$ cat src/cmbd_pkg.sv
// Shared constants, types and store geometry for the console memory bus decoder.
package cmbd_pkg;

  // Store sizes in bytes
  localparam int RAM_BYTES     = 2097152;
  localparam int ROM_BYTES     = 524288;
  localparam int PORT_BYTES    = 65536;
  localparam int SCRATCH_BYTES = 4096;

  // Byte offset widths
  localparam int RAM_AW  = $clog2(RAM_BYTES);
  localparam int ROM_AW  = $clog2(ROM_BYTES);
  localparam int PORT_AW = $clog2(PORT_BYTES);
  localparam int SCR_AW  = $clog2(SCRATCH_BYTES);

  // Each store is four byte lanes; a row holds one byte per lane
  localparam int RAM_ROWS  = RAM_BYTES / 4;
  localparam int ROM_ROWS  = ROM_BYTES / 4;
  localparam int PORT_ROWS = PORT_BYTES / 4;
  localparam int SCR_ROWS  = SCRATCH_BYTES / 4;
  localparam int RAM_RW    = RAM_AW - 2;
  localparam int ROM_RW    = ROM_AW - 2;
  localparam int PORT_RW   = PORT_AW - 2;
  localparam int SCR_RW    = SCR_AW - 2;

  // Widest offset over all stores
  localparam int AW_A  = (RAM_AW > ROM_AW) ? RAM_AW : ROM_AW;
  localparam int AW_B  = (PORT_AW > SCR_AW) ? PORT_AW : SCR_AW;
  localparam int OFF_W = (AW_A > AW_B) ? AW_A : AW_B;
  localparam int ROW_W = OFF_W - 2;

  // Clearing sweep covers the deepest zero-reset store
  localparam int CLR_A    = (RAM_ROWS > ROM_ROWS) ? RAM_ROWS : ROM_ROWS;
  localparam int CLR_ROWS = (CLR_A > PORT_ROWS) ? CLR_A : PORT_ROWS;
  localparam int CLR_W    = $clog2(CLR_ROWS);

  // Queue between decode and access
  localparam int Q_DEPTH = 2;
  localparam int Q_AW    = $clog2(Q_DEPTH);

  // Opcodes and size codes
  localparam logic [1:0] OP_READ    = 2'd0;
  localparam logic [1:0] OP_WRITE   = 2'd1;
  localparam logic [1:0] OP_PRELOAD = 2'd2;
  localparam logic [1:0] SZ_BYTE    = 2'd0;
  localparam logic [1:0] SZ_HALF    = 2'd1;

  // Memory map
  localparam logic [15:0] PAGE_SCR    = 16'h1f80;
  localparam logic [15:0] PAGE_PAR    = 16'h1f00;
  localparam logic [15:0] SCR_LIMIT   = 16'h1000;
  localparam logic [15:0] SEG_MASK    = 16'hff80;
  localparam logic [15:0] SEG_KUSEG   = 16'h0000;
  localparam logic [15:0] SEG_KSEG0   = 16'h8000;
  localparam logic [15:0] SEG_KSEG1   = 16'ha000;
  localparam logic [15:0] BIOS_MASK   = 16'hfff8;
  localparam logic [15:0] BIOS_KUSEG  = 16'h1fc0;
  localparam logic [15:0] BIOS_KSEG0  = 16'h9fc0;
  localparam logic [15:0] BIOS_KSEG1  = 16'hbfc0;

  // RAM write control register
  localparam logic [31:0] CTRL_ADDR  = 32'hfffe0130;
  localparam logic [31:0] CTRL_OFF_A = 32'h0000_0800;
  localparam logic [31:0] CTRL_OFF_B = 32'h0000_0804;
  localparam logic [31:0] CTRL_ON_A  = 32'h0000_0000;
  localparam logic [31:0] CTRL_ON_B  = 32'h0001_e988;

  typedef enum logic [2:0] {
    TGT_RAM  = 3'd0,
    TGT_PAR  = 3'd1,
    TGT_SCR  = 3'd2,
    TGT_HW   = 3'd3,
    TGT_BIOS = 3'd4,
    TGT_NONE = 3'd5
  } tgt_t;

  // Decoded access, one per queue entry
  typedef struct packed {
    tgt_t                       tgt;
    logic                       rd;
    logic                       we;
    logic                       ram_on;
    logic [1:0]                 off_lo;
    logic [3:0]                 byte_on;
    logic [3:0]                 lane_on;
    logic [3:0][ROW_W-1:0]      lane_row;
    logic [3:0][7:0]            lane_wdata;
  } cmd_t;

  // Access unit status
  typedef struct packed {
    logic clearing;
    logic issue;
  } bk_stat_t;

endpackage

$ cat src/cmbd_front.sv
// Front end: classifies one beat, lays it out on byte lanes and tracks RAM write enable.
module cmbd_front (
  input  logic             clk,
  input  logic             rst_n,
  input  logic             accept,
  input  logic [1:0]       opcode,
  input  logic [1:0]       access_size,
  input  logic [31:0]      address,
  input  logic [31:0]      write_data,
  output cmbd_pkg::cmd_t   cmd
);

  logic                         ram_we_r;
  logic                         ram_we_nxt;
  logic [15:0]                  page;
  logic [15:0]                  pofs;
  cmbd_pkg::tgt_t               tgt;
  logic [cmbd_pkg::OFF_W-1:0]   off;
  logic [cmbd_pkg::ROW_W-1:0]   row_mask;
  logic [cmbd_pkg::ROW_W-1:0]   base_row;
  logic [3:0]                   byte_on;
  logic                         we;
  logic [1:0]                   kk;
  logic                         carry;

  assign page = address[31:16];
  assign pofs = address[15:0];

  // Target decode
  always_comb begin
    if (opcode == cmbd_pkg::OP_PRELOAD) begin
      tgt = cmbd_pkg::TGT_BIOS;
    end else if (page == cmbd_pkg::PAGE_SCR) begin
      tgt = (pofs < cmbd_pkg::SCR_LIMIT) ? cmbd_pkg::TGT_SCR : cmbd_pkg::TGT_HW;
    end else if (page == cmbd_pkg::PAGE_PAR) begin
      tgt = cmbd_pkg::TGT_PAR;
    end else if ((page & cmbd_pkg::SEG_MASK) == cmbd_pkg::SEG_KUSEG ||
                 (page & cmbd_pkg::SEG_MASK) == cmbd_pkg::SEG_KSEG0 ||
                 (page & cmbd_pkg::SEG_MASK) == cmbd_pkg::SEG_KSEG1) begin
      tgt = cmbd_pkg::TGT_RAM;
    end else if ((page & cmbd_pkg::BIOS_MASK) == cmbd_pkg::BIOS_KUSEG ||
                 (page & cmbd_pkg::BIOS_MASK) == cmbd_pkg::BIOS_KSEG0 ||
                 (page & cmbd_pkg::BIOS_MASK) == cmbd_pkg::BIOS_KSEG1) begin
      tgt = cmbd_pkg::TGT_BIOS;
    end else begin
      tgt = cmbd_pkg::TGT_NONE;
    end
  end

  // Offset within the selected store, mirrored by its size
  always_comb begin
    case (tgt)
      cmbd_pkg::TGT_RAM: begin
        off      = cmbd_pkg::OFF_W'(address[cmbd_pkg::RAM_AW-1:0]);
        row_mask = cmbd_pkg::ROW_W'(cmbd_pkg::RAM_ROWS - 1);
      end
      cmbd_pkg::TGT_PAR: begin
        off      = cmbd_pkg::OFF_W'(address[cmbd_pkg::PORT_AW-1:0]);
        row_mask = cmbd_pkg::ROW_W'(cmbd_pkg::PORT_ROWS - 1);
      end
      cmbd_pkg::TGT_SCR: begin
        off      = cmbd_pkg::OFF_W'(address[cmbd_pkg::SCR_AW-1:0]);
        row_mask = cmbd_pkg::ROW_W'(cmbd_pkg::SCR_ROWS - 1);
      end
      cmbd_pkg::TGT_BIOS: begin
        off      = cmbd_pkg::OFF_W'(address[cmbd_pkg::ROM_AW-1:0]);
        row_mask = cmbd_pkg::ROW_W'(cmbd_pkg::ROM_ROWS - 1);
      end
      default: begin
        off      = '0;
        row_mask = '0;
      end
    endcase
  end

  assign base_row = off[cmbd_pkg::OFF_W-1:2];

  // Bytes covered; preload is always a word
  always_comb begin
    if (opcode == cmbd_pkg::OP_PRELOAD) begin
      byte_on = 4'b1111;
    end else begin
      case (access_size)
        cmbd_pkg::SZ_BYTE: byte_on = 4'b0001;
        cmbd_pkg::SZ_HALF: byte_on = 4'b0011;
        default:           byte_on = 4'b1111;
      endcase
    end
  end

  // Store write decision and RAM write control register
  always_comb begin
    we = (opcode == cmbd_pkg::OP_PRELOAD) ||
         (opcode == cmbd_pkg::OP_WRITE &&
          (tgt == cmbd_pkg::TGT_PAR || tgt == cmbd_pkg::TGT_SCR ||
           (tgt == cmbd_pkg::TGT_RAM && ram_we_r)));
    ram_we_nxt = ram_we_r;
    if (opcode == cmbd_pkg::OP_WRITE && !we && access_size[1] &&
        address == cmbd_pkg::CTRL_ADDR) begin
      if (write_data == cmbd_pkg::CTRL_OFF_A || write_data == cmbd_pkg::CTRL_OFF_B) begin
        ram_we_nxt = 1'b0;
      end else if (write_data == cmbd_pkg::CTRL_ON_A ||
                   write_data == cmbd_pkg::CTRL_ON_B) begin
        ram_we_nxt = 1'b1;
      end
    end
  end

  // Lane layout: lane j holds byte (j - base) of the access, wrapping into the next row
  always_comb begin
    cmd.tgt     = tgt;
    cmd.rd      = (opcode == cmbd_pkg::OP_READ) &&
                  (tgt == cmbd_pkg::TGT_RAM || tgt == cmbd_pkg::TGT_PAR ||
                   tgt == cmbd_pkg::TGT_SCR || tgt == cmbd_pkg::TGT_BIOS);
    cmd.we      = we;
    cmd.ram_on  = ram_we_nxt;
    cmd.off_lo  = off[1:0];
    cmd.byte_on = byte_on;
    for (int j = 0; j < 4; j++) begin
      kk    = 2'(j) - off[1:0];
      carry = (2'(j) < off[1:0]);
      cmd.lane_on[j]    = byte_on[kk];
      cmd.lane_wdata[j] = write_data[{kk, 3'b000} +: 8];
      cmd.lane_row[j]   = (base_row + {{(cmbd_pkg::ROW_W-1){1'b0}}, carry}) & row_mask;
    end
  end

  always_ff @(posedge clk) begin
    if (!rst_n) begin
      ram_we_r <= 1'b1;
    end else if (accept) begin
      ram_we_r <= ram_we_nxt;
    end
  end

endmodule

$ cat config.mk
export PLATFORM = sky130hd
export DESIGN_NAME = cmbd_front
export DESIGN_NICKNAME = d
export VERILOG_FILES = /design/src/cmbd_pkg.sv /design/src/cmbd_front.sv
export SDC_FILE = /design/constraint.sdc
export NUM_CORES = 1
export LEC_CHECK = 0
export BUFFER_PORTS_ARGS = -buffer_cell sky130_fd_sc_hd__buf_2
export CAP_MARGIN = 10
export CORE_MARGIN = 1
export CORE_UTILIZATION = 48
export CTS_CLUSTER_SIZE = 16
export DETAILED_ROUTE_END_ITERATION = 6
export PLACE_DENSITY = 0.85
export SYNTH_ARGS = -nofsm -noshare
export SYNTH_HDL_FRONTEND = slang
export SYNTH_SLANG_ARGS = --single-unit
$ cat constraint.sdc
create_clock -name clk -period 4.6 [get_ports clk]
set_clock_uncertainty 0.1 [all_clocks]
set_input_delay 0.46 -clock clk [delete_from_list [all_inputs] [get_ports clk]]
set_output_delay 0.46 -clock clk [all_outputs]
set_load 0.03 [all_outputs]
==> flow_summary.yaml, run 1 <==
synth:
  synth_cell_types: 56
  ys_async_sr_fraction: 0
  synth_ff_type: "dfxtp_1"
  synth_edf_count: 0
  synth_nets: 678
  ys.warnings.count: 0
  avgSynthCellArea_um2: 6.16
  ys_seq_elements: 1
  yosysSeqAreaShare: 0.00542
  syn_inst: 599
  syn_area_um2: 3690
setup_path:
  cpMostUsedCell: "ha_1"
  crit_chain: "buf_2 -> or3_1 -> or3_4 -> o31a_1 -> nand2_1 -> nand2_1 -> ha_1 -> inv_1 -> ha_1 -> ha_1 -> o211ai_1 -> xor2_1 -> nor2_1 -> buf_2"
  critPathSlowestCell: "or3_1"
  crit_type: "in -> out"
  critPathRequiredTime_ns: 4.04
  crit_family: "simple AND/OR/NAND/NOR gates"
  arrival_ns: 3.84
  critPathBufInv: 3
  start_kind: "input port"
  max_stage_delay_ns: 0.47
  end_kind: "primary output"
  worst-path-max-fanout: 9
floorplanning:
  die-area_um2: 8040
  fp-row-count: 31
  initial_core_util: 0.503
  core-area_um2: 7330
  die_y_um: 89.7
  die_w_um: 89.7
  ios: 195
cells_and_area:
  layout_commonest_cell: "buf_2"
  largest_reg_flops: 1
  top_regs: "ram_we_r: 1 flops"
  n_antenna_cell: 0
  layout-drive-gt1-share: 0.307
  areaGrowthSynthToFinish_pct: 24.3
  nets: 821
  final_util: 0.626
  fillers: 720
  final_cell_mix: "buf_2 (193), nand3_1 (66), nor2_1 (63), nand2_1 (49), xor2_1 (33)"
  top_register: "ram_we_r"
  fin_area_um2: 4590
routing:
  drt_first_pass_iters: 5
  route.vias.total: 5304
  drt_iter0_markers: 543
  totalWireLength_um: 14800
  vias_per_cell: 6.32
  antenna_left: 0
  wl_per_cell_um: 17.6
  route.detailed.drc: 0
global_route:
  grt.total_usage: 0.340
  grt_pass1_vias: 4404
  antenna_found_initial: 0
  grt_overflow_total: 0
  grt_pass1_wl_um: 21700
  grt_max_degree: 72
sta:
  tns_ns: 0
  post-route-min-period_ns: 4.40
  fin_hold_ws_ns: 0.493
  worst_slew_pin_slew_ns: 1.10
  fin_crit_sh: 0.957
  fmaxAchievable_mhz: 227
  finalMaxSlewViolations: 0
  grt_setup_unrepaired: "false"
  fin_ws_ns: 0.198
  hold_viol_final: 0
  max_slew_margin: 0.260
  setup_viol: 0
min_path:
  hp-class: "reg -> reg"
power_and_ir_drop:
  max-vdd-ir-drop_v: 0.0000857
  p_leak_nw: 2.00
  power_per_cell_area_nw_per_um2: 113
clock_tree:
  clock_latency_ns: 0
  hold_buffers: 0
  clk_pin_slew_ns: 0
place:
  dpl.hpwl_um: 11400
  port_buffers: 193
  gp_congestion: 1.03
  dp_slack_ns: 0.264
  placed_area_um2: 4590
outcome:
  status: "finished, final reports clean"
run:
  drv_cap: 0
-- worst register-to-register path, cell delays in order (launching register included) --
cell,delay (ns)
dfxtp_1,0.30
a311oi_1,0.21
a41oi_1,0.08
-- kinds of logic after synthesis --
| family | count (synthesis) | share of synthesized area |
|---|---|---|
| buffers and inverters | 79 | 0.0925 |
| XOR/XNOR | 42 | 0.0997 |
| multiplexers | 33 | 0.0949 |
| AND/OR/NAND/NOR | 323 | 0.455 |
| flip-flops | 1 | 0.00542 |
| AO/OA/AOI/OAI | 112 | 0.224 |
| adder cells (fa/ha/maj) | 8 | 0.0271 |
| other | 1 | 0.00102 |
-- stage by stage --
step	cells	power [mW]
2_1_floorplan	599	0.357
6_report	839	0.519
3_5_place_dp	839	0.509
5_1_grt	839	0.551
3_3_place_gp	839	0.503
4_1_cts	839	0.511
-- worst paths after layout --
check / cells past startpoint / start / slack, ns / end
worst max-delay path: 14 / address[19] / 0.20 / cmd[42]
worst max register to register: 2 / ram_we_r / 3.77 / ram_we_r
worst min register to register: 2 / ram_we_r / 0.49 / ram_we_r
worst min-delay path: 2 / ram_we_r / 0.49 / ram_we_r
-- cells in the mapped netlist, types with 11 or more instances --
master / count / area, µm²
a211oi_1: 17 / 128
a31oi_1: 11 / 68.8
and2_1: 22 / 138
clkbuf_1: 42 / 158
inv_1: 17 / 63.8
mux2_2: 16 / 180
mux2i_1: 17 / 170
nand2_1: 49 / 184
nand2b_1: 17 / 106
nand3_1: 66 / 330
nand4_1: 14 / 87.6
nor2_1: 64 / 240
nor2b_1: 22 / 138
nor3_1: 23 / 115
nor4_1: 12 / 75.1
o2111a_1: 13 / 146
o21ai_0: 20 / 100
o21bai_1: 13 / 97.6
xor2_1: 33 / 289
-- routing by layer --
layer	wire, µm	track usage
met1	5830	0.424
met5	0	0
met2	7060	0.599
met4	555	0.137
met3	1310	0.0329
-- final cells by class --
type | count | area (µm²) | share of cell area
multi-input combinational | 519 | 3340 | 0.729
timing repair buffer | 202 | 1030 | 0.225
tap | 99 | 124 | 0.0270
inverter | 18 | 67.6 | 0.0147
sequential | 1 | 20.0 | 0.00436
-- what timing repair did --
action / in CTS / in global routing
gates resized for setup: 0 / 1
buffers inserted: 0 / 0
endpoints found under the setup margin: 0 / 1
-- report_power, final --
| part | leakage [nW] | total (mW) | internal [mW] | switching [mW] |
|---|---|---|---|---|
| sequential | 0.00810 | 0.00885 | 0.00885 | 0.0000000000000000141 |
| clock | 0 | 0 | 0 | 0 |
| combinational | 1.99 | 0.510 | 0.164 | 0.346 |
| total | 2.00 | 0.519 | 0.173 | 0.346 |
(Power assumes the default switching activity.)
==> run 2: changes to the inputs <==
--- a/config.mk
+++ b/config.mk
@@ -5,13 +5,14 @@
 export SDC_FILE = /design/constraint.sdc
 export NUM_CORES = 1
 export LEC_CHECK = 0
+export ABC_AREA = 1
 export BUFFER_PORTS_ARGS = -buffer_cell sky130_fd_sc_hd__buf_2
 export CAP_MARGIN = 10
 export CORE_MARGIN = 1
-export CORE_UTILIZATION = 48
+export CORE_UTILIZATION = 44
 export CTS_CLUSTER_SIZE = 16
 export DETAILED_ROUTE_END_ITERATION = 6
-export PLACE_DENSITY = 0.85
+export PLACE_DENSITY = 0.84
 export SYNTH_ARGS = -nofsm -noshare
 export SYNTH_HDL_FRONTEND = slang
 export SYNTH_SLANG_ARGS = --single-unit
==> constraint.sdc (replaced) <==
create_clock -name clk -period 4.6 [get_ports clk]
set_clock_uncertainty 0.1 [all_clocks]
set_input_delay 0.46 -clock clk [delete_from_list [all_inputs] [get_ports clk]]
set_output_delay 0.46 -clock clk [all_outputs]
set_load 0.02 [all_outputs]
==> run 2 against run 1 <==
  * Flip-flop and latch count stayed put
  * Routed wire length decreased by 27%
  * First-iteration DRC count is 54% lower
  * Die area down 13%
  * Power fell by 31%
  * Cell count rose by 1.8%
  * Via count fell by 18%
==> flow_summary.yaml, run 2 <==
outcome:
  status: "finished, final reports clean"
cells_and_area:
  largest_reg_flops: 1
  final_cell_mix: "buf_2 (193), nand2_1 (154), inv_1 (131), nor2_1 (61), o21ai_0 (52)"
  layout-drive-gt1-share: 0.305
  final_util: 0.613
  areaGrowthSynthToFinish_pct: 33.9
  top_regs: "ram_we_r: 1 flops"
  fin_area_um2: 3910
  top_register: "ram_we_r"
  fin_cells: 854
  fillers: 655
  n_antenna_cell: 0
  layout_commonest_cell: "buf_2"
  nets: 858
global_route:
  grt_max_degree: 41
  antenna_found_initial: 0
  grt_pass1_vias: 3879
  met2_usage: 0.553
  grt_pass1_wl_um: 17500
  use_met1: 0.356
  grt_overflow_total: 0
  grt.total_usage: 0.293
  grt_use_met3: 0.0267
  grt.busiest_layer: "met2"
routing:
  route.vias.total: 4356
  wl_per_cell_um: 12.7
  antenna_left: 0
  vias_per_cell: 5.10
  drt_iter0_markers: 250
  route.detailed.drc: 0
  drt_first_pass_iters: 5
  totalWireLength_um: 10800
setup_path:
  r2r_slack_ns: 3.82
  r2r_end: "ram_we_r"
  reg2reg_from: "ram_we_r"
  reg2reg_depth: 4
  crit_type: "in -> out"
  critPathSlowestCell: "ha_1"
  worst-path-max-fanout: 16
  crit_path_start: "address[20]"
  arrival_ns: 3.42
  max_stage_delay_ns: 0.27
  cpMostUsedCell: "nand2_1"
  critPathRequiredTime_ns: 4.04
  crit_chain: "buf_2 -> nor2_1 -> nand2_1 -> nor2_1 -> nand2_1 -> nand2_2 -> nand3_2 -> nand3_4 -> buf_4 -> nand2_1 -> inv_1 -> ha_1 -> ha_1 -> nand3_1 -> nor2_2 -> nand2_1 -> nor2_1 -> xor2_1 -> inv_1 -> buf_2"
  start_kind: "input port"
  end_kind: "primary output"
synth:
  ys_async_sr_fraction: 0
  synth_ff_type: "dfxtp_1"
  synth_largest_area_cell: "nand2_1"
  synth_commonest_cells: "nand2_1 (154), inv_1 (131), nor2_1 (61)"
  ys.warnings.count: 0
  synth_nets: 677
  yosysTopAreaCellShare: 0.198
  synth_cell_types: 37
  avgSynthCellArea_um2: 4.89
  synth_edf_count: 0
  synth.area.top_cells: "nand2_1 (20%), inv_1 (17%), xor2_1 (10%)"
  ys_seq_elements: 1
  yosys.cell_count.top_type: "nand2_1"
  syn_inst: 598
  yosysSeqAreaShare: 0.00685
  syn_area_um2: 2920
sta:
  finalMaxSlewViolations: 0
  fmaxAchievable_mhz: 251
  fin_crit_sh: 0.865
  grt_setup_unrepaired: "false"
  setup_viol: 0
  hold_viol_final: 0
  post-route-min-period_ns: 3.98
  max_slew_margin: 0.649
  worst_slew_pin_slew_ns: 0.526
  tns_ns: 0
min_path:
  worstHoldStart: "ram_we_r"
  hp-class: "reg -> reg"
  hold_depth: 4
  holdPathEnd: "ram_we_r"
place:
  place_inst: 854
  placed_area_um2: 3910
  dpl.hpwl_um: 9330
  gp_congestion: 0.979
  port_buffers: 193
power_and_ir_drop:
  power_per_cell_area_nw_per_um2: 91.2
  p_leak_nw: 2.63
  max-vdd-ir-drop_v: 0.0000751
clock_tree:
  cts-resized-gates: 0
  hold_buffers: 0
  clk_pin_slew_ns: 0
  cts_setup_buffers: 0
  clock_latency_ns: 0
floorplanning:
  initial_core_util: 0.458
  ios: 195
  die_w_um: 83.5
  fp-row-count: 29
  die-area_um2: 6970
  die_y_um: 83.5
  core-area_um2: 6390
run:
  drv_cap: 0
[run 2: cell types whose count changed after synthesis, moves of 19 or more]
cell / change
and2_1: -22
clkbuf_1: -39
inv_1: +114
nand2_1: +105
nand3_1: -29
nor2b_1: -22
nor3_1: -19
o21ai_0: +32
[run 2: through the flow]
step                      power, mW  hold slack, ns  setup slack [ns]
after floorplan               0.229           0.422             0.570
after detailed placement      0.354           0.483             0.662
after global placement        0.352           0.462             0.735
final                         0.357           0.475             0.619
after CTS                     0.356           0.483             0.655
after global routing          0.389           0.519             0.282
[run 2: area by class of cell]
class                   count  area (µm²)  share of cell area
well taps                  77        96.3              0.0246
inverters                 137         514               0.131
multi-input cells         441        2280               0.582
flip-flops and latches      1        20.0             0.00512
repair buffers            198        1000               0.256
[run 2: per-layer routing]
layer	vias up	routed length, µm	share of wire
met5	-	0	0
met4	0	265	0.024
met3	30	952	0.088
met2	261	5290	0.49
met1	1876	4320	0.40
li1	2189	-	-
[run 2: power by group]
part | leakage, nW | internal [mW] | total, mW | switching [mW]
Sequential | 0.00829 | 0.00939 | 0.00952 | 0.000129
Clock | 0 | 0 | 0 | 0
Combinational | 2.62 | 0.113 | 0.347 | 0.235
[run 2: how the worst max path moves through the flow]
stage,end,depth (start not counted),slack (ns)
2_1_floorplan,cmd[84],19,0.57
3_3_place_gp,cmd[44],20,0.74
3_5_place_dp,cmd[44],20,0.66
4_1_cts,cmd[44],20,0.65
5_1_grt,cmd[44],20,0.28
6_report,cmd[44],20,0.62
[run 2: logic make-up after synthesis]
| kind of cell | Yosys count | share of synthesized area |
|---|---|---|
| and+or+nand+nor | 313 | 0.486 |
| buffers and inverters | 156 | 0.214 |
| AOI/OAI and AO/OA | 83 | 0.150 |
| xor gates and xnor gates | 36 | 0.108 |
| adders and majority gates | 8 | 0.0342 |
| DFF | 1 | 0.00685 |
| other | 1 | 0.00128 |
[run 2: worst max-delay path, delay by kind of cell]
| kind | cells | cell delay, ns |
|---|---|---|
| buffers and inverters | 5 | 0.69 |
| and+or+nand+nor | 12 | 1.60 |
| xor gates and xnor gates | 1 | 0.15 |
| adders and majority gates | 2 | 0.53 |
