`config.mk`:
```
export PLATFORM = sky130hd
export DESIGN_NAME = cmbd_queue
export DESIGN_NICKNAME = d
export VERILOG_FILES = /design/src/cmbd_pkg.sv /design/src/cmbd_queue.sv
export SDC_FILE = /design/constraint.sdc
export NUM_CORES = 1
export LEC_CHECK = 0
export ABC_AREA = 1
export BUFFER_PORTS_ARGS = -buffer_cell sky130_fd_sc_hd__buf_2
export CAP_MARGIN = 20
export CORE_MARGIN = 10
export CORE_UTILIZATION = 45
export DETAILED_ROUTE_END_ITERATION = 10
export GPL_TIMING_DRIVEN = 0
export PLACE_DENSITY = 0.7
export SLEW_MARGIN = 20
export SYNTH_ARGS = -nofsm -noshare
export SYNTH_HDL_FRONTEND = slang
export SYNTH_SLANG_ARGS = --single-unit
```
`constraint.sdc`:
```
create_clock -name clk -period 10.2 [get_ports clk]
set_clock_uncertainty 0.1 [all_clocks]
set_input_delay 1.02 -clock clk [delete_from_list [all_inputs] [get_ports clk]]
set_output_delay 1.02 -clock clk [all_outputs]
set_load 0.05 [all_outputs]
```
`src/cmbd_pkg.sv`:
```
// Shared constants, types and store geometry for the console memory bus decoder.
package cmbd_pkg;

  // Store sizes in bytes
  localparam int RAM_BYTES     = 2097152;
  localparam int ROM_BYTES     = 524288;
  localparam int PORT_BYTES    = 65536;
  localparam int SCRATCH_BYTES = 4096;

  // Byte offset widths
  localparam int RAM_AW  = $clog2(RAM_BYTES);
  localparam int ROM_AW  = $clog2(ROM_BYTES);
  localparam int PORT_AW = $clog2(PORT_BYTES);
  localparam int SCR_AW  = $clog2(SCRATCH_BYTES);

  // Each store is four byte lanes; a row holds one byte per lane
  localparam int RAM_ROWS  = RAM_BYTES / 4;
  localparam int ROM_ROWS  = ROM_BYTES / 4;
  localparam int PORT_ROWS = PORT_BYTES / 4;
  localparam int SCR_ROWS  = SCRATCH_BYTES / 4;
  localparam int RAM_RW    = RAM_AW - 2;
  localparam int ROM_RW    = ROM_AW - 2;
  localparam int PORT_RW   = PORT_AW - 2;
  localparam int SCR_RW    = SCR_AW - 2;

  // Widest offset over all stores
  localparam int AW_A  = (RAM_AW > ROM_AW) ? RAM_AW : ROM_AW;
  localparam int AW_B  = (PORT_AW > SCR_AW) ? PORT_AW : SCR_AW;
  localparam int OFF_W = (AW_A > AW_B) ? AW_A : AW_B;
  localparam int ROW_W = OFF_W - 2;

  // Clearing sweep covers the deepest zero-reset store
  localparam int CLR_A    = (RAM_ROWS > ROM_ROWS) ? RAM_ROWS : ROM_ROWS;
  localparam int CLR_ROWS = (CLR_A > PORT_ROWS) ? CLR_A : PORT_ROWS;
  localparam int CLR_W    = $clog2(CLR_ROWS);

  // Queue between decode and access
  localparam int Q_DEPTH = 2;
  localparam int Q_AW    = $clog2(Q_DEPTH);

  // Opcodes and size codes
  localparam logic [1:0] OP_READ    = 2'd0;
  localparam logic [1:0] OP_WRITE   = 2'd1;
  localparam logic [1:0] OP_PRELOAD = 2'd2;
  localparam logic [1:0] SZ_BYTE    = 2'd0;
  localparam logic [1:0] SZ_HALF    = 2'd1;

  // Memory map
  localparam logic [15:0] PAGE_SCR    = 16'h1f80;
  localparam logic [15:0] PAGE_PAR    = 16'h1f00;
  localparam logic [15:0] SCR_LIMIT   = 16'h1000;
  localparam logic [15:0] SEG_MASK    = 16'hff80;
  localparam logic [15:0] SEG_KUSEG   = 16'h0000;
  localparam logic [15:0] SEG_KSEG0   = 16'h8000;
  localparam logic [15:0] SEG_KSEG1   = 16'ha000;
  localparam logic [15:0] BIOS_MASK   = 16'hfff8;
  localparam logic [15:0] BIOS_KUSEG  = 16'h1fc0;
  localparam logic [15:0] BIOS_KSEG0  = 16'h9fc0;
  localparam logic [15:0] BIOS_KSEG1  = 16'hbfc0;

  // RAM write control register
  localparam logic [31:0] CTRL_ADDR  = 32'hfffe0130;
  localparam logic [31:0] CTRL_OFF_A = 32'h0000_0800;
  localparam logic [31:0] CTRL_OFF_B = 32'h0000_0804;
  localparam logic [31:0] CTRL_ON_A  = 32'h0000_0000;
  localparam logic [31:0] CTRL_ON_B  = 32'h0001_e988;

  typedef enum logic [2:0] {
    TGT_RAM  = 3'd0,
    TGT_PAR  = 3'd1,
    TGT_SCR  = 3'd2,
    TGT_HW   = 3'd3,
    TGT_BIOS = 3'd4,
    TGT_NONE = 3'd5
  } tgt_t;

  // Decoded access, one per queue entry
  typedef struct packed {
    tgt_t                       tgt;
    logic                       rd;
    logic                       we;
    logic                       ram_on;
    logic [1:0]                 off_lo;
    logic [3:0]                 byte_on;
    logic [3:0]                 lane_on;
    logic [3:0][ROW_W-1:0]      lane_row;
    logic [3:0][7:0]            lane_wdata;
  } cmd_t;

  // Access unit status
  typedef struct packed {
    logic clearing;
    logic issue;
  } bk_stat_t;

endpackage

```
`src/cmbd_queue.sv`:
```
// Two-entry command queue between the decode front end and the access unit.
module cmbd_queue (
  input  logic            clk,
  input  logic            rst_n,
  input  logic            push,
  input  cmbd_pkg::cmd_t  push_cmd,
  output logic            full,
  input  logic            pop,
  output logic            valid,
  output cmbd_pkg::cmd_t  head
);

  cmbd_pkg::cmd_t               ent_r [cmbd_pkg::Q_DEPTH];
  logic [cmbd_pkg::Q_AW-1:0]    wr_ptr_r;
  logic [cmbd_pkg::Q_AW-1:0]    wr_ptr_nxt;
  logic [cmbd_pkg::Q_AW-1:0]    rd_ptr_r;
  logic [cmbd_pkg::Q_AW-1:0]    rd_ptr_nxt;
  logic [cmbd_pkg::Q_AW:0]      cnt_r;
  logic [cmbd_pkg::Q_AW:0]      cnt_nxt;
  logic                         do_push;
  logic                         do_pop;

  assign full    = (cnt_r == (cmbd_pkg::Q_AW + 1)'(cmbd_pkg::Q_DEPTH));
  assign valid   = (cnt_r != '0);
  assign head    = ent_r[rd_ptr_r];
  assign do_push = push && !full;
  assign do_pop  = pop && valid;

  // Pointer and occupancy update
  always_comb begin
    wr_ptr_nxt = do_push ? wr_ptr_r + 1'b1 : wr_ptr_r;
    rd_ptr_nxt = do_pop ? rd_ptr_r + 1'b1 : rd_ptr_r;
    cnt_nxt    = cnt_r;
    if (do_push && !do_pop) begin
      cnt_nxt = cnt_r + 1'b1;
    end else if (do_pop && !do_push) begin
      cnt_nxt = cnt_r - 1'b1;
    end
  end

  always_ff @(posedge clk) begin
    if (!rst_n) begin
      wr_ptr_r <= '0;
      rd_ptr_r <= '0;
      cnt_r    <= '0;
    end else begin
      wr_ptr_r <= wr_ptr_nxt;
      rd_ptr_r <= rd_ptr_nxt;
      cnt_r    <= cnt_nxt;
    end
  end

  // Entry storage
  always_ff @(posedge clk) begin
    if (do_push) begin
      ent_r[wr_ptr_r] <= push_cmd;
    end
  end

endmodule

```
==> results of run 1 <==
## sequential cells by signal (all words and copies together), names as in the netlist, named ones only
register,flops
cnt_r,2
ent_r,248
rd_ptr_r,1
wr_ptr_r,1
## kinds of logic after synthesis
| group | share of synthesized area (%) |
|---|---|
| and+or+nand+nor | 0.756 |
| AOI/OAI and AO/OA | 0.292 |
| DFF | 80.0 |
| adders and majority gates | 0.133 |
| buffers and inverters | 1.59 |
| muxes | 17.2 |
## cells in the mapped netlist
cell / count / share of area, %
sky130_fd_sc_hd__nor2_1: 9 / 0.36
sky130_fd_sc_hd__buf_6: 8 / 0.96
sky130_fd_sc_hd__o21ai_0: 3 / 0.16
sky130_fd_sc_hd__nand3_1: 1 / 0.053
sky130_fd_sc_hd__dfxtp_1: 5 / 1.1
sky130_fd_sc_hd__ha_1: 1 / 0.13
sky130_fd_sc_hd__a21oi_1: 1 / 0.053
sky130_fd_sc_hd__mux2_2: 64 / 7.6
sky130_fd_sc_hd__nand4_1: 1 / 0.066
sky130_fd_sc_hd__o21a_1: 1 / 0.080
sky130_fd_sc_hd__mux2_4: 60 / 9.6
sky130_fd_sc_hd__buf_2: 6 / 0.32
sky130_fd_sc_hd__nand2_1: 7 / 0.28
sky130_fd_sc_hd__inv_1: 8 / 0.32
sky130_fd_sc_hd__edfxtp_1: 248 / 79
## worst reg2reg max path, delay by kind of cell, from the launching register on
family / cells / cell delay, ps
buffers and inverters: 2 / 510
AO/OA/AOI/OAI: 1 / 330
AND/OR/NAND/NOR: 1 / 720
flip-flops: 1 / 410
## path summary, 6_finish.rpt
| kind | end | slack (ps) | cells after the start |
|---|---|---|---|
| setup / recovery | head[70] | 7180 | 5 |
| hold / removal | rd_ptr_r | 420 | 2 |
| setup reg to reg | ent_r[1][73] | 7810 | 4 |
| hold reg to reg | rd_ptr_r | 420 | 2 |
## power by group through the flow
stage                     sequential [mW]  clock, mW  combinational, mW
final                                1.35      0.909               1.17
after CTS                            1.35      0.933               1.19
after global placement               1.41          0               1.13
after floorplan                      1.39          0              0.897
after global routing                 1.36      0.980               1.23
after detailed placement             1.37          0               1.18
## layer usage
layer	GRT usage, %	up-vias	part of all wire (%)
met5	0	-	0.061
met4	3.38	2	1.7
met3	4.95	32	9.9
met2	23.2	208	49
met1	16.5	2341	39
li1	-	2242	-
## layout make-up
class | instances | area share, %
Antenna cell | 1 | 0.0207
Buffer | 14 | 0.995
Clock buffer | 30 | 5.69
Clock inverter | 13 | 1.16
Inverter | 8 | 0.249
Multi-Input combinational cell | 148 | 14.5
Sequential cell | 253 | 62.5
Tap cell | 270 | 2.80
Timing Repair Buffer | 262 | 12.1
==> out/qor_table.md, run 1 <==
| Metric | Reported |
|:---|:---|
| Status | finished clean |
| Slowest cell delay on critical path | 320 ps |
| CTS hold repair buffers | 0 |
| Setup_tns | 0 ps |
| Fraction of power consumed by sequential logic | 39.3% |
| Critical path arrival | 1900 ps |
| Average via count per standard cell | 4.83 |
| Int Power | 2.22 mW |
| Largest net degree at the start of global routing | 28 |
| Hold path startpoint | rd_ptr_r |
| Required time of the worst setup path | 9080 ps |
| Clock tree from TritonCTS | built |
| Buffer levels on the longest clock path | 3 |
| Maximum operating frequency | 331 MHz |
| Number of distinct library cells after synthesis | 15 |
| Switching part of the total power | 35.2% |
| Net count of the finished layout | 842 |
| Mapped Nets | 552 |
| Worst path top cell family by delay | buffers and inverters |
| Series of cell instances along the critical path | buf_6 > buf_6 > buf_6 > mux2_4 > buf_2 |
| Power density over the cells | 284 nW/µm² |
| Synthesized area divided by synthesized cell count | 22.3 µm² |
| Crit Reg-Reg Startpoint | cnt_r[0] |
| Number of buffers created by CTS | 26 |
| Top library cells by usage in the layout, fill and taps aside | 259 x sky130_fd_sc_hd__buf_2, 248 x sky130_fd_sc_hd__edfxtp_1, 64 x sky130_fd_sc_hd__mux2_2 |
| Filler cell count | 1524 |
| Max Cap Viol | 0 |
| Top Ports | 254 |
| Iteration-0 DRC Markers | 243 |
| Ratio of cells with drive above 1 in the final layout | 59.9% |
| Switching Power | 1.20 mW |
| Core ar. | 20400 µm² |
| Area used by multi-input combinational logic | 1750 µm² |
| Vias in the first global route | 5330 |
| Layout-stage area growth over the synthesis result | 28.0% |
| Worst Path Buf+Inv | 4 |
| Final wirelength | 19700 µm |
| # port buffers | 253 |
| Total placed instance area | 11200 µm² |
| Clock period minus final worst setup slack | 3020 ps |
| Y dimension of the die | 165 µm |
| Number of iterations in the first detailed-routing pass | 4 |
| Most common cell after layout, fill and taps aside | sky130_fd_sc_hd__buf_2 |
| Biggest fanout along the worst timing path | 10 |
| Total power after layout | 3.43 mW |
| Post-route cell area | 12100 µm² |
| Synthesis warning total | 0 |
| Root buf cell | sky130_fd_sc_hd__clkbuf_16 |
| Gate power share | 34.1% |
| CTS H-tree depth | 1 |
| DRC violation count after routing | 0 |
| Max-slew violation count | 0 |
| Post-Place Setup Slack | 7140 ps |
| Worst setup path category | reg -> out |
| Starting density of the core | 46.2% |
| Flip-flop and latch count after synthesis | 253 |
| Worst hold-check path type | reg -> reg |
| Actual transition at the worst max-transition pin | 824 ps |
| Max VDD drop | 177 µV |
| Final design utilization | 59.1% |
| Clock edge transition at the registers on the reported setup and hold paths | 60 ps |
| Final Non-Filler Cells | 999 |
| Vias post-DR | 4825 |
| Post-CTS Setup Repair Bufs | 0 |
| Mean routed wirelength per cell | 19.7 µm |
| Clock insertion delay at the later pin of the skew report | 510 ps |
| Sequential-to-total area share from yosys stat | 80.0% |
| Post-route ant nets | 0 |
| Standard-cell rows | 52 |
| Fin crit share | 29.6% |
| Overall Global Routing Usage | 13.8% |
| Placed cells | 955 |
| Total area of sequential cells | 7550 µm² |
| TritonCTS sink count | 253 |
| Count of cells resized by post-cts repair | 0 |
| Slowest cell on the critical path | sky130_fd_sc_hd__dfxtp_1 |
| Global-route wire length before repair | 29600 µm |
| Die extent in x | 165 µm |
| Setup repair after global routing missed its margin | false |
| Minimum hold slack | 422 ps |
| Half-perimeter wire length after placement | 14600 µm |
| Total leakage power | 4.66 nW |
| Proportion of power drawn by the clock network | 26.5% |
| Fin. Hold Viols | 0 |
| Total of endpoints with negative setup slack in the final report | 0 |
| Startpoint Class | flip-flop |
| Post-Syn Instances | 423 |
| Overall overflow remaining after global route | 0 |
| Kind of end point of the critical path | output pin |
| Synthesized area | 9430 µm² |
| Number of antenna violations at the first check in global routing | 2 |
| Die area | 27100 µm² |
| Weighted congestion reported at the end of routability-driven placement | 0.798 |
| Dominant cell type by count on the critical path | sky130_fd_sc_hd__buf_6 |
| Final setup slack of the worst path | 7180 ps |
| Worst slew slack as a fraction of its limit | 44.5% |
No activity file was read; power rests on OpenSTA's default activity.
==> run 2, diff against run 1 <==
PLACE_DENSITY = 0.73   (was 0.7)
clock period = 2.66 ns   (was 10.2 ns; I/O delays follow)
==> out/qor_table.md, run 2 (synthesis gave the netlist of run 1 again) <==
| Metric | Reported | Delta |
|:---|:---|:---|
| Max Cap Viol | 0 | unchanged |
| Overall Global Routing Usage | 15.4% | was 13.8% |
| Required time of the worst setup path | 2290 ps | was 9080 ps |
| Total leakage power | 5.17 nW | was 4.66 nW |
| Largest net degree at the start of global routing | 29 | was 28 |
| Overall overflow remaining after global route | 0 | unchanged |
| Actual transition at the worst max-transition pin | 739 ps | was 824 ps |
| Filler cell count | 1351 | was 1524 |
| Fin crit share | 85.1% |  |
| Kind of end point of the critical path | output pin | unchanged |
| CTS H-tree depth | 1 | unchanged |
| TritonCTS sink count | 253 | unchanged |
| Area used by multi-input combinational logic | 1760 µm² | was 1750 µm² |
| Number of iterations in the first detailed-routing pass | 4 | unchanged |
| Top library cells by usage in the layout, fill and taps aside | 259 x sky130_fd_sc_hd__buf_2, 248 x sky130_fd_sc_hd__edfxtp_1, 125 x sky130_fd_sc_hd__dlygate4sd3_1 | was 259 x sky130_fd_sc_hd__buf_2, 248 x sky130_fd_sc_hd__edfxtp_1, 64 x sky130_fd_sc_hd__mux2_2 |
| Half-perimeter wire length after placement | 14600 µm | about the same |
| Net count of the finished layout | 967 | was 842 |
| Int Power | 8.38 mW | was 2.22 mW |
| Die extent in x | 165 µm | unchanged |
| Minimum hold slack | 65.2 ps | was 422 ps |
| Gate power share | 36.1% | was 34.1% |
| Fin. Hold Viols | 0 | unchanged |
| Max VDD drop | 611 µV | was 177 µV |
| Proportion of power drawn by the clock network | 24.2% | was 26.5% |
| Number of buffers created by CTS | 25 | was 26 |
| Largest regs | ent_r x248, cnt_r x2 | unchanged |
| Top Ports | 254 | unchanged |
| Series of cell instances along the critical path | buf_6 > buf_6 > buf_6 > mux2_4 > buf_2 | unchanged |
| Total area of sequential cells | 7550 µm² | about the same |
| Startpoint Class | flip-flop | unchanged |
| Y dimension of the die | 165 µm | unchanged |
| Starting density of the core | 46.2% | unchanged |
| Root buf cell | sky130_fd_sc_hd__clkbuf_16 | unchanged |
| Iteration-0 DRC Markers | 330 | was 243 |
| Post-route ant nets | 0 | unchanged |
| Vias in the first global route | 6093 | was 5330 |
| Clock edge transition at the registers on the reported setup and hold paths | 60 ps | about the same |
| Buffer levels on the longest clock path | 3 | unchanged |
| Power density over the cells | 982 nW/µm² | was 284 nW/µm² |
| Final design utilization | 65.1% | was 59.1% |
| Clock period minus final worst setup slack | 2260 ps |  |
| Maximum operating frequency | 442 MHz |  |
| Mean routed wirelength per cell | 19.3 µm | was 19.7 µm |
| Total of endpoints with negative setup slack in the final report | 0 | unchanged |
| Weighted congestion reported at the end of routability-driven placement | 0.768 | was 0.798 |
| Total power after layout | 13.1 mW | was 3.43 mW |
| Largest register by flop count | ent_r | unchanged |
| Dominant cell type by count on the critical path | sky130_fd_sc_hd__buf_6 | unchanged |
| Worst hold-check path type | in -> reg | was reg -> reg |
| Critical path arrival | 1900 ps | about the same |
| Number of flip-flops under the largest register name | 248 | unchanged |
| Final wirelength | 21800 µm | was 19700 µm |
| Number of antenna violations at the first check in global routing | 2 | unchanged |
| Global-route wire length before repair | 33300 µm | was 29600 µm |
| Max-slew violation count | 0 | unchanged |
| Setup_tns | 0 ps | unchanged |
| Vias post-DR | 5345 | was 4825 |
| Slowest cell delay on critical path | 320 ps | about the same |
| Layout-stage area growth over the synthesis result | 40.9% | was 28.0% |
| Status | finished clean | unchanged |
| Final Non-Filler Cells | 1126 | was 999 |
| Worst setup path category | reg -> out | unchanged |
| Clock insertion delay at the later pin of the skew report | 510 ps | about the same |
| Switching Power | 4.68 mW | was 1.20 mW |
| Clock tree from TritonCTS | built | unchanged |
| Count of cells resized by post-cts repair | 0 | unchanged |
| Standard-cell rows | 52 | unchanged |
| Worst slew slack as a fraction of its limit | 50.6% | was 44.5% |
| Placed cells | 956 | was 955 |
| Fraction of power consumed by sequential logic | 39.7% | was 39.3% |
| # port buffers | 253 | unchanged |
| Core ar. | 20400 µm² | unchanged |
| Die area | 27100 µm² | unchanged |
| Most common cell after layout, fill and taps aside | sky130_fd_sc_hd__buf_2 | unchanged |
| Slowest cell on the critical path | sky130_fd_sc_hd__dfxtp_1 | unchanged |
| Switching part of the total power | 35.8% | was 35.2% |
| DRC violation count after routing | 0 | unchanged |
| Setup repair after global routing missed its margin | false | unchanged |
| Biggest fanout along the worst timing path | 10 | unchanged |
| Average via count per standard cell | 4.75 | was 4.83 |
| Ratio of cells with drive above 1 in the final layout | 51.2% | was 59.9% |
[run 2: changes by cell type in the layout (fill, tap and decap cells not counted), sizes merged]
| cell | delta |
|---|---|
| dlygate4sd3 | +125 |
| clkbuf | +5 |
| bufinv | -2 |
| clkinvlp | -2 |
| buf | +1 |
| clkinv | -1 |
| diode | +1 |
[run 2: power by group through the flow]
stage	sequential (mW)	combinational (mW)	clock [mW]
floorplan	5.25	3.46	0
global placement	5.28	4.34	0
detailed placement	5.26	4.60	0
CTS	5.18	4.76	3.24
global route	5.23	4.95	3.40
finish	5.18	4.72	3.16
[run 2: routing by layer]
| layer | up-vias | share of wire (%) | global-route usage [%] |
|---|---|---|---|
| met5 | - | 0 | 0 |
| met4 | 0 | 1.8 | 3.95 |
| met3 | 34 | 9.0 | 4.58 |
| met2 | 211 | 51 | 27.3 |
| met1 | 2606 | 38 | 17.9 |
| li1 | 2494 | - | - |
[run 2: final timing paths]
check / cells after the start / slack, ps / from / end
max: 5 / 400 / flip-flop / head[61]
min: 4 / 70 / push / wr_ptr_r
max reg2reg: 6 / 500 / cnt_r[1] / ent_r[1][70]
min reg2reg: 2 / 410 / rd_ptr_r / rd_ptr_r
[run 2: what timing repair did]
item / 4_1_cts / 5_1_grt
hold endpoints to repair: 253 / 0
hold buffers: 125 / 0
setup buffers: 0 / 0
[run 2: stage by stage]
step	worst slack, ps	cell area [µm²]
after floorplan	-180	9460
after global placement	-1060	11100
after detailed placement	501	11300
after CTS	351	13300
after global routing	328	13300
final	397	13300
[run 2: layout make-up]
| cell class | count | area share (%) |
|---|---|---|
| clock buffer | 35 | 4.99 |
| sequential | 253 | 56.8 |
| multi-input combinational | 148 | 13.2 |
| timing repair buffer | 388 | 20.8 |
| clock inverter | 8 | 0.471 |
| inverter | 8 | 0.226 |
| buffer | 14 | 0.904 |
| antenna | 2 | 0.0377 |
| tap | 270 | 2.54 |
[run 2: critical path: cells and delay by family, from the launching register on]
family	cells	cell delay, ps
buffers and inverters	4	730
DFF	1	320
muxes	1	320
==> run 3, diff against run 2 <==
ABC_AREA = 0   (was 1)
==> out/qor_table.md, run 3 <==
| Metric | Reported | Delta |
|:---|:---|:---|
| Fin crit share | 87.8% | was 85.1% |
| Synthesized area | 9430 µm² | about the same |
| Synthesis warning total | 0 | unchanged |
| Number of antenna violations at the first check in global routing | 1 | was 2 |
| Post-Syn Instances | 411 | was 423 |
| Final setup slack of the worst path | 325 ps | was 397 ps |
| Number of iterations in the first detailed-routing pass | 4 | unchanged |
| Most frequent cells after synthesis | 248 x sky130_fd_sc_hd__edfxtp_1, 64 x sky130_fd_sc_hd__mux2_2, 60 x sky130_fd_sc_hd__mux2_4 | unchanged |
| Flip-flop and latch count after synthesis | 253 | unchanged |
| Uppermost layer routed | met5 | was met4 |
| Kind of end point of the critical path | flip-flop | was output pin |
| Global-route wire length before repair | 33600 µm | was 33300 µm |
| Max VDD drop | 664 µV | was 611 µV |
| Net count of the finished layout | 957 | was 967 |
| Mapped Nets | 540 | was 552 |
| Largest area contributor in the synthesized netlist | sky130_fd_sc_hd__edfxtp_1 | unchanged |
| Max-slew violation count | 0 | unchanged |
| Post-route ant nets | 0 | unchanged |
| Count of cells resized by post-cts repair | 0 | unchanged |
| Number of flip-flops under the largest register name | 248 | unchanged |
| Filler cell count | 1404 | was 1351 |
| DRC violation count after routing | 0 | unchanged |
| Worst setup path category | reg -> reg | was reg -> out |
| Status | finished clean | unchanged |
| Required time of the worst setup path | 2780 ps | was 2290 ps |
| Setup repair after global routing missed its margin | false | unchanged |
| Final wirelength | 21900 µm | was 21800 µm |
| Wire length on met3 | 2080 µm | was 1950 µm |
| Main area contributors after synthesis | sky130_fd_sc_hd__edfxtp_1 79%, sky130_fd_sc_hd__mux2_4 9.6%, sky130_fd_sc_hd__mux2_2 7.6%, sky130_fd_sc_hd__dfxtp_1 1.1%, sky130_fd_sc_hd__buf_6 0.96% | unchanged |
| CTS H-tree depth | 1 | unchanged |
| Vias in the first global route | 5961 | was 6093 |
| Worst slew slack as a fraction of its limit | 70.4% | was 50.6% |
| Core ar. | 20400 µm² | unchanged |
| Iteration-0 DRC Markers | 267 | was 330 |
| Die area | 27100 µm² | about the same |
| Clock insertion delay at the later pin of the skew report | 520 ps | was 510 ps |
| Top library cells by usage in the layout, fill and taps aside | 259 x sky130_fd_sc_hd__buf_2, 248 x sky130_fd_sc_hd__edfxtp_1, 125 x sky130_fd_sc_hd__dlygate4sd3_1 | unchanged |
| Largest regs | ent_r x248, cnt_r x2 | unchanged |
| Worst hold-check path type | in -> reg | unchanged |
| Starting density of the core | 46.1% | was 46.2% |
| Critical path arrival | 2460 ps | was 1900 ps |
| Share of synthesized flip-flops with an asynchronous set or reset | 0% | unchanged |
| Most used standard cell by instance count after synthesis | sky130_fd_sc_hd__edfxtp_1 | unchanged |
| Y dimension of the die | 165 µm | about the same |
| Met2 layer wire length in the routed design | 11200 µm | about the same |
| Area fraction in compound gates after synthesis | 0.345% | was 0.292% |
| Post-synthesis simple-gate area fraction | 0.611% | was 0.756% |
| Root buf cell | sky130_fd_sc_hd__clkbuf_16 | unchanged |
| Ratio of cells with drive above 1 in the final layout | 51.8% | was 51.2% |
| Total leakage power | 5.16 nW | was 5.17 nW |
| Largest register by flop count | ent_r | unchanged |
| Total of endpoints with negative setup slack in the final report | 0 | unchanged |
| Average via count per standard cell | 4.76 | was 4.75 |
| Number of enable flip-flop cells after synthesis | 248 | unchanged |
| Top Ports | 254 | unchanged |
| Overall Global Routing Usage | 15.7% | was 15.4% |
| Startpoint Class | flip-flop | unchanged |
| Mean routed wirelength per cell | 19.6 µm | was 19.3 µm |
| Largest net degree at the start of global routing | 56 | was 29 |
| Number of distinct library cells after synthesis | 22 | was 15 |
| Buffer levels on the longest clock path | 3 | unchanged |
| Post-CTS Setup Repair Bufs | 0 | unchanged |
| Layout-stage area growth over the synthesis result | 41.0% | was 40.9% |
| Most common cell after layout, fill and taps aside | sky130_fd_sc_hd__buf_2 | unchanged |
| Die extent in x | 165 µm | about the same |
| Adder and majority cell fraction of the synthesized area | 0.133% | about the same |
| Fin. Hold Viols | 0 | unchanged |
| CTS hold repair buffers | 125 | unchanged |
| Actual transition at the worst max-transition pin | 443 ps | was 739 ps |
| Clock tree from TritonCTS | built | unchanged |
| Total power after layout | 13.8 mW | was 13.1 mW |
| Combinational family with the most area after synthesis | multiplexers | unchanged |
| Clock edge transition at the registers on the reported setup and hold paths | 60 ps | about the same |
| Synthesized area divided by synthesized cell count | 22.9 µm² | was 22.3 µm² |
| Power density over the cells | 1040 nW/µm² | was 982 nW/µm² |
| TritonCTS sink count | 253 | unchanged |
| Number of buffers created by CTS | 26 | was 25 |
| Area share of xor/xnor cells in the synthesized design | 0.279% | was 0% |
| Share of the synthesized area in the top cell type | 79.0% | about the same |
| Overall overflow remaining after global route | 0 | unchanged |
| Max Cap Viol | 0 | unchanged |
| Biggest fanout along the worst timing path | 17 | was 10 |
| Half-perimeter wire length after placement | 14500 µm | was 14600 µm |
| Standard-cell rows | 52 | unchanged |
| Clock period minus final worst setup slack | 2340 ps | was 2260 ps |
| Share of synthesized area spent on multiplexers | 17.2% | about the same |
| # port buffers | 253 | unchanged |
| Sequential-to-total area share from yosys stat | 80.1% | was 80.0% |
| Maximum operating frequency | 428 MHz | was 442 MHz |
| Weighted congestion reported at the end of routability-driven placement | 0.732 | was 0.768 |
| Post-Place Setup Slack | 347 ps | was 501 ps |
| Vias post-DR | 5326 | was 5345 |
| Wire length on met1 | 7990 µm | was 8250 µm |
| Prevailing post-synth register cell | sky130_fd_sc_hd__edfxtp_1 | unchanged |
## run 3: report_power, final
part	total, mW	internal [mW]	switching (mW)
Clock	3.45	2.04	1.41
Sequential	5.14	5.00	0.136
Combinational	5.24	1.69	3.55
Total	13.8	8.73	5.10
## run 3: worst max-delay path, cell delays in order, from the launching register on
cell and delay, ps:
sky130_fd_sc_hd__dfxtp_1 430, sky130_fd_sc_hd__nand2b_1 180, sky130_fd_sc_hd__inv_1 120, sky130_fd_sc_hd__nor3_4 370, sky130_fd_sc_hd__buf_8 230, sky130_fd_sc_hd__buf_8 190
sky130_fd_sc_hd__buf_6 220, sky130_fd_sc_hd__buf_8 180
## run 3: worst paths after layout
check / start / to / slack (ps) / depth (start not counted)
max: cnt_r[0] / ent_r[0][96] / 320 / 7
min: push / wr_ptr_r / 30 / 3
max reg2reg: cnt_r[0] / ent_r[0][96] / 320 / 7
min reg2reg: cnt_r[1] / cnt_r[1] / 440 / 2
## run 3: cell type report
cell class | instances | area [µm²] | area share (%)
clock inverter | 13 | 113 | 0.847
clock buffer | 34 | 702 | 5.28
timing repair buffer | 389 | 2700 | 20.3
inverter | 2 | 7.51 | 0.0565
tap | 270 | 338 | 2.54
buffer | 14 | 120 | 0.904
sequential | 253 | 7550 | 56.8
multi-input combinational | 142 | 1760 | 13.3
antenna | 1 | 2.50 | 0.0188
## run 3: layer usage
metal	global-route usage [%]	up-vias
li1	-	2466
met1	17.7	2586
met2	27.4	229
met3	5.48	43
met4	5.03	2
met5	0	-
## run 3: stage by stage
step	setup TNS (ps)	hold slack [ps]	instance area, µm²	std cells	utilization (%)
2_1_floorplan	-210640	265	9430	411	-
3_3_place_gp	-426980	353	11000	934	54.0
3_5_place_dp	0	357	11200	945	54.9
4_1_cts	0	7.65	13300	1117	65.0
5_1_grt	0	34.3	13300	1117	65.0
6_report	0	28.9	13300	1118	65.0
## run 3: kinds of logic after synthesis
| family | after synthesis |
|---|---|
| flops | 253 |
| mux | 124 |
| buf+inv | 16 |
| simple gates | 9 |
| compound gates | 5 |
| xor+xnor | 3 |
| fa+ha+maj | 1 |
